**config.mk**
```make
export PLATFORM = sky130hd
export DESIGN_NAME = seq_keyed_continuation_table_core
export DESIGN_NICKNAME = d
export VERILOG_FILES = /design/src/hdl/skct_pkg.sv /design/src/hdl/skct_cell.sv /design/src/hdl/seq_keyed_continuation_table_core.sv
export SDC_FILE = /design/constraint.sdc
export NUM_CORES = 2
export LEC_CHECK = 0
export ABC_AREA = 1
export BUFFER_PORTS_ARGS = -buffer_cell sky130_fd_sc_hd__buf_4
export CAP_MARGIN = 20
export CORE_ASPECT_RATIO = 1.75
export CORE_MARGIN = 5
export CORE_UTILIZATION = 65
export CTS_CLUSTER_SIZE = 40
export DETAILED_ROUTE_END_ITERATION = 8
export PLACE_DENSITY = 0.89
export REMOVE_ABC_BUFFERS = 1
export SLEW_MARGIN = 20
export SYNTH_ARGS = -nofsm -noshare
export SYNTH_HDL_FRONTEND = slang
export SYNTH_SLANG_ARGS = --single-unit
```
**constraint.sdc**
```tcl
create_clock -name clk_i -period 9.6 [get_ports clk_i]
set_input_delay 0.48 -clock clk_i [delete_from_list [all_inputs] [get_ports clk_i]]
set_output_delay 0.48 -clock clk_i [all_outputs]
set_load 0.005 [all_outputs]
```
**src/hdl/skct_pkg.sv**
```systemverilog
// ----------------------------------------------------------------------------
// skct_pkg
// Shared codes, widths and types of the sequence-keyed table: operation and
// status codes, the token that walks the cell chain and the result word.
// ----------------------------------------------------------------------------
package skct_pkg;

  localparam int MaxIdxW = 8;
  localparam int MaxCntW = 9;
  localparam int CapacityDefault = 16;

  localparam logic [2:0] OP_INSERT = 3'd0;
  localparam logic [2:0] OP_LOOKUP = 3'd1;
  localparam logic [2:0] OP_REMOVE = 3'd2;
  localparam logic [2:0] OP_CLEAN  = 3'd3;
  localparam logic [2:0] OP_CLEAR  = 3'd4;

  localparam logic [1:0] ST_OK       = 2'd0;
  localparam logic [1:0] ST_FULL     = 2'd1;
  localparam logic [1:0] ST_NOTFOUND = 2'd2;

  typedef struct packed {
    logic               vld;
    logic [2:0]         op;
    logic [31:0]        key;
    logic [31:0]        pid;
    logic [31:0]        mask;
    logic               any_match;
    logic               claimed;
    logic               hit;
    logic               replaced;
    logic [MaxIdxW-1:0] slot;
    logic [31:0]        found;
    logic [MaxCntW-1:0] dropped;
  } skct_tok_t;

  typedef struct packed {
    logic        hit;
    logic [3:0]  slot;
    logic [31:0] found;
    logic [4:0]  count;
    logic [4:0]  removed;
    logic [1:0]  status;
  } skct_res_t;

endpackage

```
**src/hdl/skct_cell.sv**
```systemverilog
// ----------------------------------------------------------------------------
// skct_cell
// One table slot: valid bit, sequence number and parent id. Captures its key
// match when an operation is accepted, then acts on the token as it passes
// and hands the updated token to the next cell.
// ----------------------------------------------------------------------------
module skct_cell
  import skct_pkg::*;
#(
  parameter int IDX = 0
) (
  input  logic      clk_i,
  input  logic      rst_ni,
  input  logic      start_i,
  input  logic [31:0] key_i,
  input  skct_tok_t tok_i,
  output skct_tok_t tok_o,
  output logic      match_o
);

  logic        valid_q, valid_d;
  logic        match_q, match_d;
  logic [31:0] seq_q, seq_d;
  logic [31:0] parent_q, parent_d;
  skct_tok_t   tok_q, tok_d;

  always_comb begin
    valid_d  = valid_q;
    seq_d    = seq_q;
    parent_d = parent_q;
    tok_d    = tok_i;
    match_d  = match_q;
    if (start_i) begin
      match_d = valid_q && (seq_q == key_i);
    end
    if (tok_i.vld) begin
      case (tok_i.op)
        OP_INSERT: begin
          if (tok_i.any_match) begin
            if (match_q) begin
              parent_d       = tok_i.pid;
              tok_d.replaced = 1'b1;
              tok_d.slot     = MaxIdxW'(IDX);
            end
          end else if (!valid_q && !tok_i.claimed) begin
            valid_d       = 1'b1;
            seq_d         = tok_i.key;
            parent_d      = tok_i.pid;
            tok_d.claimed = 1'b1;
            tok_d.slot    = MaxIdxW'(IDX);
          end
        end
        OP_LOOKUP: begin
          if (match_q && (((parent_q ^ tok_i.pid) & tok_i.mask) == 32'd0)) begin
            tok_d.hit   = 1'b1;
            tok_d.slot  = MaxIdxW'(IDX);
            tok_d.found = parent_q;
          end
        end
        OP_REMOVE: begin
          if (match_q) begin
            valid_d       = 1'b0;
            tok_d.hit     = 1'b1;
            tok_d.slot    = MaxIdxW'(IDX);
            tok_d.dropped = tok_i.dropped + MaxCntW'(1);
          end
        end
        OP_CLEAN: begin
          if (valid_q && (seq_q < tok_i.key)) begin
            valid_d       = 1'b0;
            tok_d.dropped = tok_i.dropped + MaxCntW'(1);
          end
        end
        OP_CLEAR: begin
          if (valid_q) begin
            valid_d       = 1'b0;
            tok_d.dropped = tok_i.dropped + MaxCntW'(1);
          end
        end
        default: begin
        end
      endcase
    end
  end

  always_ff @(posedge clk_i or negedge rst_ni) begin
    if (!rst_ni) begin
      valid_q <= 1'b0;
      match_q <= 1'b0;
      tok_q   <= '0;
    end else begin
      valid_q <= valid_d;
      match_q <= match_d;
      tok_q   <= tok_d;
    end
  end

  always_ff @(posedge clk_i) begin
    seq_q    <= seq_d;
    parent_q <= parent_d;
  end

  assign tok_o   = tok_q;
  assign match_o = match_q;

endmodule

```
**src/hdl/seq_keyed_continuation_table_core.sv**
```systemverilog
// ----------------------------------------------------------------------------
// seq_keyed_continuation_table_core
// Table of sequence-keyed entries with masked parent-id lookup, built as a
// chain of slot cells that an operation token walks one cell per cycle.
//
// The slave stream takes one operation word: tuser holds the operation code,
// tdata the sequence key, parent id and id mask. The master stream returns
// one result word for each operation: tdata holds hit, slot, found parent id,
// entry count and removed count, tuser the status code.
// On acceptance every cell latches whether it holds the key. The next cycle
// a token enters cell 0 and moves one cell per cycle; when it leaves the last
// cell its result is written to the output register. One operation is in
// the table at a time: no new word is taken until its token leaves the chain.
// Reset empties the table and the output stage. A result that the receiver
// does not take waits in the output register; a second one waits in a
// holding register, and the slave stream is held off while that is full.
// ----------------------------------------------------------------------------
module seq_keyed_continuation_table_core
  import skct_pkg::*;
#(
  parameter int CAPACITY = CapacityDefault
) (
  input  logic         clk_i,
  input  logic         rst_ni,
  input  logic         s_axis_tvalid,
  output logic         s_axis_tready,
  // key_seq [31:0], parent_id [63:32], id_mask [95:64]
  input  logic [95:0]  s_axis_tdata,
  // operation [2:0]
  input  logic [2:0]   s_axis_tuser,
  output logic         m_axis_tvalid,
  input  logic         m_axis_tready,
  // hit [0], slot [4:1], found_parent_id [36:5], entry_count [41:37],
  // removed_count [46:42], zero [47]
  output logic [47:0]  m_axis_tdata,
  // status [1:0]
  output logic [1:0]   m_axis_tuser
);

  localparam int CntW = $clog2(CAPACITY + 1);

  logic                accept;
  logic                done;
  logic                drain;
  logic                busy_q;
  logic                inj_q;
  logic [2:0]          op_q;
  logic [31:0]         key_q, pid_q, mask_q;
  logic [CntW-1:0]     count_q, count_d;
  logic [CntW+4:0]     count_ext;
  logic [MaxCntW-1:0]  removed_sum;
  logic [CAPACITY-1:0] match_vec;
  logic [CAPACITY:0]   tok_vld;
  skct_tok_t           tok_head;
  skct_tok_t           tok [CAPACITY+1];
  skct_tok_t           tail;
  skct_res_t           res;
  skct_res_t           out_q;
  skct_res_t           pend_q;
  logic                out_vld_q;
  logic                pend_vld_q;

  assign s_axis_tready = !busy_q && !pend_vld_q;
  assign accept        = s_axis_tvalid && s_axis_tready;

  always_comb begin
    tok_head           = '0;
    tok_head.vld       = inj_q;
    tok_head.op        = op_q;
    tok_head.key       = key_q;
    tok_head.pid       = pid_q;
    tok_head.mask      = mask_q;
    tok_head.any_match = |match_vec;
  end

  assign tok[0] = tok_head;

  for (genvar g = 0; g < CAPACITY; g++) begin : g_cell
    skct_cell #(
      .IDX (g)
    ) u_cell (
      .clk_i   (clk_i),
      .rst_ni  (rst_ni),
      .start_i (accept),
      .key_i   (s_axis_tdata[31:0]),
      .tok_i   (tok[g]),
      .tok_o   (tok[g+1]),
      .match_o (match_vec[g])
    );
  end

  for (genvar v = 0; v <= CAPACITY; v++) begin : g_vld
    assign tok_vld[v] = tok[v].vld;
  end

  assign tail  = tok[CAPACITY];
  assign done  = tail.vld;
  assign drain = out_vld_q && m_axis_tready;

  always_comb begin
    count_d     = count_q + CntW'(tail.claimed) - tail.dropped[CntW-1:0];
    count_ext   = {5'd0, count_d};
    removed_sum = tail.dropped + MaxCntW'(tail.replaced);
    res.hit     = tail.hit;
    res.slot    = tail.slot[3:0];
    res.found   = tail.found;
    res.count   = count_ext[4:0];
    res.removed = removed_sum[4:0];
    case (tail.op)
      OP_INSERT: res.status = (!tail.any_match && !tail.claimed) ? ST_FULL : ST_OK;
      OP_LOOKUP: res.status = tail.hit ? ST_OK : ST_NOTFOUND;
      OP_REMOVE: res.status = tail.hit ? ST_OK : ST_NOTFOUND;
      default:   res.status = ST_OK;
    endcase
  end

  always_ff @(posedge clk_i or negedge rst_ni) begin
    if (!rst_ni) begin
      busy_q     <= 1'b0;
      inj_q      <= 1'b0;
      count_q    <= '0;
      out_vld_q  <= 1'b0;
      pend_vld_q <= 1'b0;
    end else begin
      inj_q <= accept;
      if (accept) begin
        busy_q <= 1'b1;
      end else if (done) begin
        busy_q <= 1'b0;
      end
      if (done) begin
        count_q <= count_d;
        if (!out_vld_q || drain) begin
          out_vld_q <= 1'b1;
        end else begin
          pend_vld_q <= 1'b1;
        end
      end else if (drain) begin
        out_vld_q  <= pend_vld_q;
        pend_vld_q <= 1'b0;
      end
    end
  end

  always_ff @(posedge clk_i) begin
    if (accept) begin
      op_q   <= s_axis_tuser;
      key_q  <= s_axis_tdata[31:0];
      pid_q  <= s_axis_tdata[63:32];
      mask_q <= s_axis_tdata[95:64];
    end
    if (done) begin
      if (!out_vld_q || drain) begin
        out_q <= res;
      end else begin
        pend_q <= res;
      end
    end else if (drain && pend_vld_q) begin
      out_q <= pend_q;
    end
  end

  assign m_axis_tvalid = out_vld_q;
  assign m_axis_tdata  = {1'b0, out_q.removed, out_q.count, out_q.found,
                          out_q.slot, out_q.hit};
  assign m_axis_tuser  = out_q.status;

  a_one_token: assert property (@(posedge clk_i) disable iff (!rst_ni)
    $onehot0(tok_vld))
    else $error("more than one token in the cell chain");

  a_unique_key: assert property (@(posedge clk_i) disable iff (!rst_ni)
    $onehot0(match_vec))
    else $error("sequence key held by more than one slot");

  a_count_range: assert property (@(posedge clk_i) disable iff (!rst_ni)
    count_q <= CntW'(CAPACITY))
    else $error("entry count above capacity");

  a_pend_order: assert property (@(posedge clk_i) disable iff (!rst_ni)
    pend_vld_q |-> out_vld_q)
    else $error("held result without a result in the output register");

  a_token_busy: assert property (@(posedge clk_i) disable iff (!rst_ni)
    accept |=> busy_q && inj_q)
    else $error("accepted word did not start a chain pass");

endmodule

```
== Word-level counts from Yosys, hierarchy flattened ==
Cells that the tools add are included.

* Output and inout bits: 52
* Register bits: 3606

* Reductions and logical operators: 225
* Magnitude comparators: 16
* Multiplexer cells: 459
* Eq/ne operators: 164
* Add/subtract/negate cells: 18
* Bitwise gates (word level): 50

{| class="wikitable"
|+ Operators by type and width
! kind !! number
|-
| $mux W32 || 65
|-
| $mux W52 || 16
|-
| $mux W40 || 15
|-
| $mux W9 || 61
|-
| $and A32 B32 Y32 || 16
|-
| $eq A32 B32 Y1 || 16
|-
| $logic_not A32 Y1 || 16
|-
| $lt A32 B32 Y1 || 16
|-
| $xor A32 B32 Y32 || 16
|-
| $pmux W9 S3 || 16
|-
| $mux W8 || 46
|-
| $pmux W8 S3 || 15
|-
| $mux W1 || 187
|-
| $mux W49 || 3
|-
| $add A9 B1 Y9 const B || 15
|-
| $reduce_and A4 Y1 || 32
|-
| $ne A2 B1 Y1 const B || 63
|-
| $eq A3 B2 Y1 const B || 33
|-
| $reduce_and A6 Y1 || 15
|-
| $logic_and A1 B1 Y1 || 68
|-
| $pmux W1 S4 || 16
|-
| $reduce_bool A4 Y1 || 16
|-
| $eq A3 B1 Y1 const B || 17
|-
| $logic_not A3 Y1 || 17
|-
| other kinds (16) || 136
|}

== Logic depth before layout (Yosys ltp) ==
* Word-level depth: 7
* Depth in mapped cells: 18
* Gate-level depth less buffers: 18

== By module ==
A second synthesis with hierarchy kept.

* Cells, all modules: 13982
* Area, all modules: 152732.7 µm²

{| class="wikitable"
|+ Modules (own cells, without submodules)
! module !! sequential area each (µm²) !! area each (µm²) !! instances !! cells each
|-
| skct_cell (g_cell[13].u_cell ...) || 5800.6 || 9130.0 || 2 || 844
|-
| skct_cell (g_cell[9].u_cell) || 5800.6 || 9196.3 || 1 || 869
|-
| skct_cell (g_cell[12].u_cell) || 5800.6 || 9172.5 || 1 || 857
|-
| skct_cell (g_cell[7].u_cell) || 5800.6 || 9151.3 || 1 || 847
|-
| skct_cell (g_cell[2].u_cell) || 5800.6 || 9138.8 || 1 || 848
|-
| skct_cell (g_cell[8].u_cell) || 5800.6 || 9135.0 || 1 || 838
|-
| skct_cell (g_cell[11].u_cell) || 5800.6 || 9128.8 || 1 || 843
|-
| skct_cell (g_cell[5].u_cell) || 5800.6 || 9117.5 || 1 || 858
|-
| skct_cell (g_cell[3].u_cell) || 5800.6 || 9107.5 || 1 || 854
|-
| skct_cell (g_cell[6].u_cell) || 5800.6 || 9098.7 || 1 || 846
|-
| skct_cell (g_cell[10].u_cell) || 5800.6 || 9047.4 || 1 || 833
|-
| skct_cell (g_cell[4].u_cell) || 5800.6 || 9046.2 || 1 || 850
|-
| skct_cell (g_cell[1].u_cell) || 5800.6 || 8994.9 || 1 || 842
|-
| skct_cell (g_cell[15].u_cell) || 5800.6 || 8977.4 || 1 || 840
|-
| +2 rows || - || - || - || -
|}

== Worst setup path after synthesis ==
Ideal clock, no wire load.

* Path kind: reg-to-reg
* Start point: reg pend_vld_q
* End point: reg key_q[0] (enable)
* Data required time: 9099 ps
* Cell stages (with the launch flop): 6
* Buffers on the path: 2
* Arrival time: 3810 ps
* Period minus slack after synthesis: 4311 ps
* Setup slack: 5289 ps
* Cell sequence: dfrtp_1 -> nor2_1 -> nand2_1 -> clkbuf_1 -> inv_1 -> clkbuf_1

* Cells in the longest elaborated chain, start to end: 3

{| class="wikitable"
|+ Ends and longest elaborated chain
! what !! RTL line !! source
|-
| start: declaration || seq_keyed_continuation_table_core.sv:61 || <nowiki>logic pend_vld_q;</nowiki>
|-
| start signal: assignment || seq_keyed_continuation_table_core.sv:123 || <nowiki>pend_vld_q <= 1'b0;</nowiki>
|-
| start signal: assignment || seq_keyed_continuation_table_core.sv:136 || <nowiki>pend_vld_q <= 1'b1;</nowiki>
|-
| start signal: assignment || seq_keyed_continuation_table_core.sv:140 || <nowiki>pend_vld_q <= 1'b0;</nowiki>
|-
| $logic_not A1 Y1 || seq_keyed_continuation_table_core.sv:63 || <nowiki>assign s_axis_tready = !busy_q && !pend_vld_q;</nowiki>
|-
| $logic_and A1 B1 Y1 || seq_keyed_continuation_table_core.sv:63 ||
|-
| named net s_axis_tready || seq_keyed_continuation_table_core.sv:26 || <nowiki>output logic s_axis_tready,</nowiki>
|-
| $logic_and A1 B1 Y1 || seq_keyed_continuation_table_core.sv:64 || <nowiki>assign accept = s_axis_tvalid && s_axis_tready;</nowiki>
|-
| named net accept || seq_keyed_continuation_table_core.sv:42 || <nowiki>logic accept;</nowiki>
|-
| end signal: assignment || seq_keyed_continuation_table_core.sv:148 || <nowiki>key_q <= s_axis_tdata[31:0];</nowiki>
|-
| end: declaration || seq_keyed_continuation_table_core.sv:48 || <nowiki>logic [31:0] key_q, pid_q, mask_q;</nowiki>
|}

The timed path passes the listed nets, and every way through them passes these cells.
A chain may end at the register's enable or synchronous reset.

==> qor.yml <==
quantity_of_gates_resized_following_cts: 0
start_util_pct: 65.1
crit_required_ns: 10.33
antenna_violations_before_repair: 4
netlist-cell-type-count: 60
fraction_of_the_core_area_covered_by_cells_at_the_end_of_the_flow_pct: 72.1
critical_path_class: "flop to flop"
grt_use_met3_pct: 3.78
design_area_um2: 152000
worst_setup_hold_path_clk_slew_ns: 0.07
report.final.hold_viol_count: 0
layout.nets: 12978
area_of_the_multi_input_gates_um2: 37700
clock_tree.root_cell: "sky130_fd_sc_hd__clkbuf_16"
syn_area_per_cell_um2: 11.5
cap_viol_max_count: 0
nFillCells: 12848
ctsLongestPathBuffers: 4
netlist_area_um2: 137000
worstSetupStartpointType: "flop"
core.rowCount: 223
crit_path_top_delay_cell: "sky130_fd_sc_hd__nor2_4"
fp.dieArea_um2: 220000
route.vias.total: 90793
grt_use_met1_pct: 32.3
die_h_um: 617
h-tree-depth: 5
count_of_pins_over_their_slew_limit: 0
place.detailed.hpwl_um: 227000
layer_with_the_highest_usage: "met2"
syn_to_final_growth_pct: 10.7
max-vdd-ir-drop_mv: 0.230
dpl-instance-area_um2: 141000
worstSetupEndpointType: "flop"
tritoncts_num_sinks: 3461
worst_ep_arrival_time_ns: 4.31
gp_congestion: 0.961
postRouteWirelength_um: 331000
period_share_pct: 37.4
post_route_setup_tns_ns: 0
worstSkewPairLatency_ns: 0.87
layout_cells_sized_above_1_pct: 8.27
yosys_register_bits: 3461
netlist_instances: 11948
critical_path.max_stage_delay_ns: 0.78
drc: 0
fmax_mhz: 279
asyncSetResetFlopFracSynth_pct: 64.7
path_max_fanout: 34
groute.layer.met2.usage_pct: 55.6
grt_use_total_pct: 30.3
finClkSkew_ns: 0.0533
timing.critical_path.mode_cell: "sky130_fd_sc_hd__nand2_1"
fp.dieW_um: 357
synth-edff-count: 1221
buffer_ports.inserted: 153
via_per_inst: 5.90
setup_violations: 0
yosys_warnings: 0
max-slew-margin-rel_pct: 30.3
drt-initial-drc-count: 8661
design.portCount: 155
core-area_um2: 210000
timing.critical_path.cells: "or2_2 -> nand3_1 -> nand2_1 -> nor3_1 -> nand3_1 -> nor2_4 -> nand2_2 -> nand2_1 -> nand2_1"
number_of_buffers_created_by_cts: 292
worst_slew_pin_slew_ns: 1.05
regArea_um2: 92700
first_global_vias: 97117
yosys_most_used_dff: "sky130_fd_sc_hd__dfrtp_1"
first_pass_iters: 7
wl_per_cell_um: 21.5
grt_start_max_net_pins: 212
synth_seq_area_share_pct: 67.7
power_leakage_nw: 68.7
total_power_w: 0.0277
powerDensity_nw_per_um2: 183
timing.final.crit_period_ns: 3.59
rsz0062_at_grt: "no"
grt-ovfl-total: 0
number_of_routed_nets_with_antenna_violations: 0
worst_hold_slack_ns: 0.0324
tritoncts: "yes"
hold_path_class: "input pin to flop"
run_status: "complete, no violations"
global_route_wire_length_before_repair_um: 522000
==> worst paths after layout <==
path / depth (start not counted) / end / from / slack (ns)
max reg2reg: 9 / g_cell[1].u_cell.tok_o[25] / g_cell[0].u_cell.tok_o[92] / 6.01
min: 1 / key_q[1] / s_axis_tdata[1] / 0.03
min in group asynchronous: 2 / g_cell[1].u_cell.tok_o[119] / rst_ni / 0.17
min reg2reg: 0 / g_cell[1].u_cell.tok_o[84] / g_cell[0].u_cell.tok_o[84] / 0.36
max in group asynchronous: 5 / g_cell[7].u_cell.tok_o[100] / rst_ni / 6.89
max: 9 / g_cell[1].u_cell.tok_o[25] / g_cell[0].u_cell.tok_o[92] / 6.01
==> placed cells by master (no fill, tap or decap), types with 23 or more instances in the layout <==
cell type	synthesis	final
sky130_fd_sc_hd__a211oi_1	47	47
sky130_fd_sc_hd__a21oi_1	481	480
sky130_fd_sc_hd__a221oi_1	61	61
sky130_fd_sc_hd__buf_4	22	227
sky130_fd_sc_hd__clkbuf_1	80	77
sky130_fd_sc_hd__clkbuf_16	0	305
sky130_fd_sc_hd__clkbuf_8	0	36
sky130_fd_sc_hd__clkinv_2	0	48
sky130_fd_sc_hd__dfrtp_1	2240	2240
sky130_fd_sc_hd__dlygate4sd3_1	0	82
sky130_fd_sc_hd__edfxtp_1	1221	1221
sky130_fd_sc_hd__ha_1	523	523
sky130_fd_sc_hd__inv_1	1408	1405
sky130_fd_sc_hd__nand2_1	2472	2472
sky130_fd_sc_hd__nand3_1	732	732
sky130_fd_sc_hd__nand4_1	154	154
sky130_fd_sc_hd__nor2_1	544	525
sky130_fd_sc_hd__nor3_1	144	134
sky130_fd_sc_hd__nor3_2	25	35
sky130_fd_sc_hd__nor4_1	66	65
sky130_fd_sc_hd__o2111ai_1	23	23
sky130_fd_sc_hd__o21a_1	25	25
sky130_fd_sc_hd__o21ai_0	386	385
sky130_fd_sc_hd__o21ai_1	295	295
sky130_fd_sc_hd__o22ai_1	56	56
sky130_fd_sc_hd__or2_1	83	83
sky130_fd_sc_hd__or2_2	256	256
sky130_fd_sc_hd__xnor2_1	73	73
sky130_fd_sc_hd__xor2_1	247	247
==> registers in the layout, summed over array words and instances, names as in the netlist, 5 cells and up <==
signal	flops
g_cell.u_cell.tok_o	2199
g_cell.u_cell.seq_q	512
pid_q	32
pend_q	49
key_q	32
g_cell.u_cell.match_o	16
m_axis_tdata	47
mask_q	32
count_q	5
g_cell.u_cell.parent_q	512
g_cell.u_cell.valid_q	16
==> final cells by class <==
type,instances,share of cell area (%)
Multi-Input combinational cell,6856,24.8
Antenna cell,2,0.00330
Sequential cell,3461,61.1
Clock buffer,418,5.55
Inverter,1419,3.51
Clock inverter,110,0.824
Timing Repair Buffer,321,1.82
Tap cell,2812,2.32
==> timing repair <==
| item | 4_1_cts | 5_1_grt |
|---|---|---|
| hold endpoints to repair | 196 | 0 |
| hold buffers | 82 | 0 |
| buffers inserted | 0 | 0 |
==> cell families after synthesis <==
kind of cell    synth area share, %
other cells                 0.00274
simple gates                   14.4
flops                          67.7
xor+xnor                       2.05
compound gates                 6.19
fa+ha+maj                      4.79
buf+inv                        4.92
==> metrics by stage <==
step                      setup WS, ns  cells
after floorplan                   4.85  11736
after global placement            6.14  14786
after detailed placement          6.11  14786
after CTS                         6.05  15396
after global routing              5.93  15398
final                             6.01  15399
==> layer usage <==
metal / vias up / wire length [um] / part of all wire [%]
met5: - / 0 / 0
met4: 0 / 27400 / 8.3
met3: 1340 / 17400 / 5.3
met2: 3812 / 178000 / 54
met1: 45038 / 109000 / 33
li1: 40603 / - / -
==> power by group <==
group | internal (W) | switching, W | total, W | leakage [nW]
Combinational | 0.000111 | 0.000362 | 0.000473 | 25.3
Clock | 0.00675 | 0.00526 | 0.0120 | 4.74
Sequential | 0.0152 | 0.000000152 | 0.0152 | 38.7
==> critical path: cells and delay by family (launching register included) <==
family | cells | cell delay, ns
AND/OR/NAND/NOR | 9 | 3.03
flip-flops | 1 | 0.41
==> synthesized netlist by cell type (all sizes together), types with 3 or more instances <==
library cell | count | area (um^2)
nand2 | 2475 | 9310
dfrtp | 2240 | 56100
inv | 1410 | 5290
edfxtp | 1221 | 36700
nand3 | 734 | 3680
o21ai | 702 | 3590
nor2 | 553 | 2110
ha | 523 | 6540
a21oi | 481 | 2410
or2 | 343 | 2150
xor2 | 247 | 2160
nor3 | 169 | 971
nand4 | 155 | 976
buf | 132 | 1110
clkbuf | 80 | 300
xnor2 | 73 | 639
nor4 | 66 | 413
a221oi | 61 | 534
o22ai | 56 | 350
a211oi | 47 | 353
o21a | 25 | 188
o2111ai | 23 | 201
a21boi | 21 | 158
o211ai | 20 | 150
a31oi | 17 | 106
o21bai | 10 | 75.1
clkinv | 9 | 33.8
a31o | 8 | 70.1
a2111oi | 7 | 61.3
a211o | 6 | 52.6
a22o | 6 | 52.6
o221ai | 6 | 52.6
and3 | 4 | 25.0
nand3b | 3 | 22.5
(Power assumes the default switching activity.)
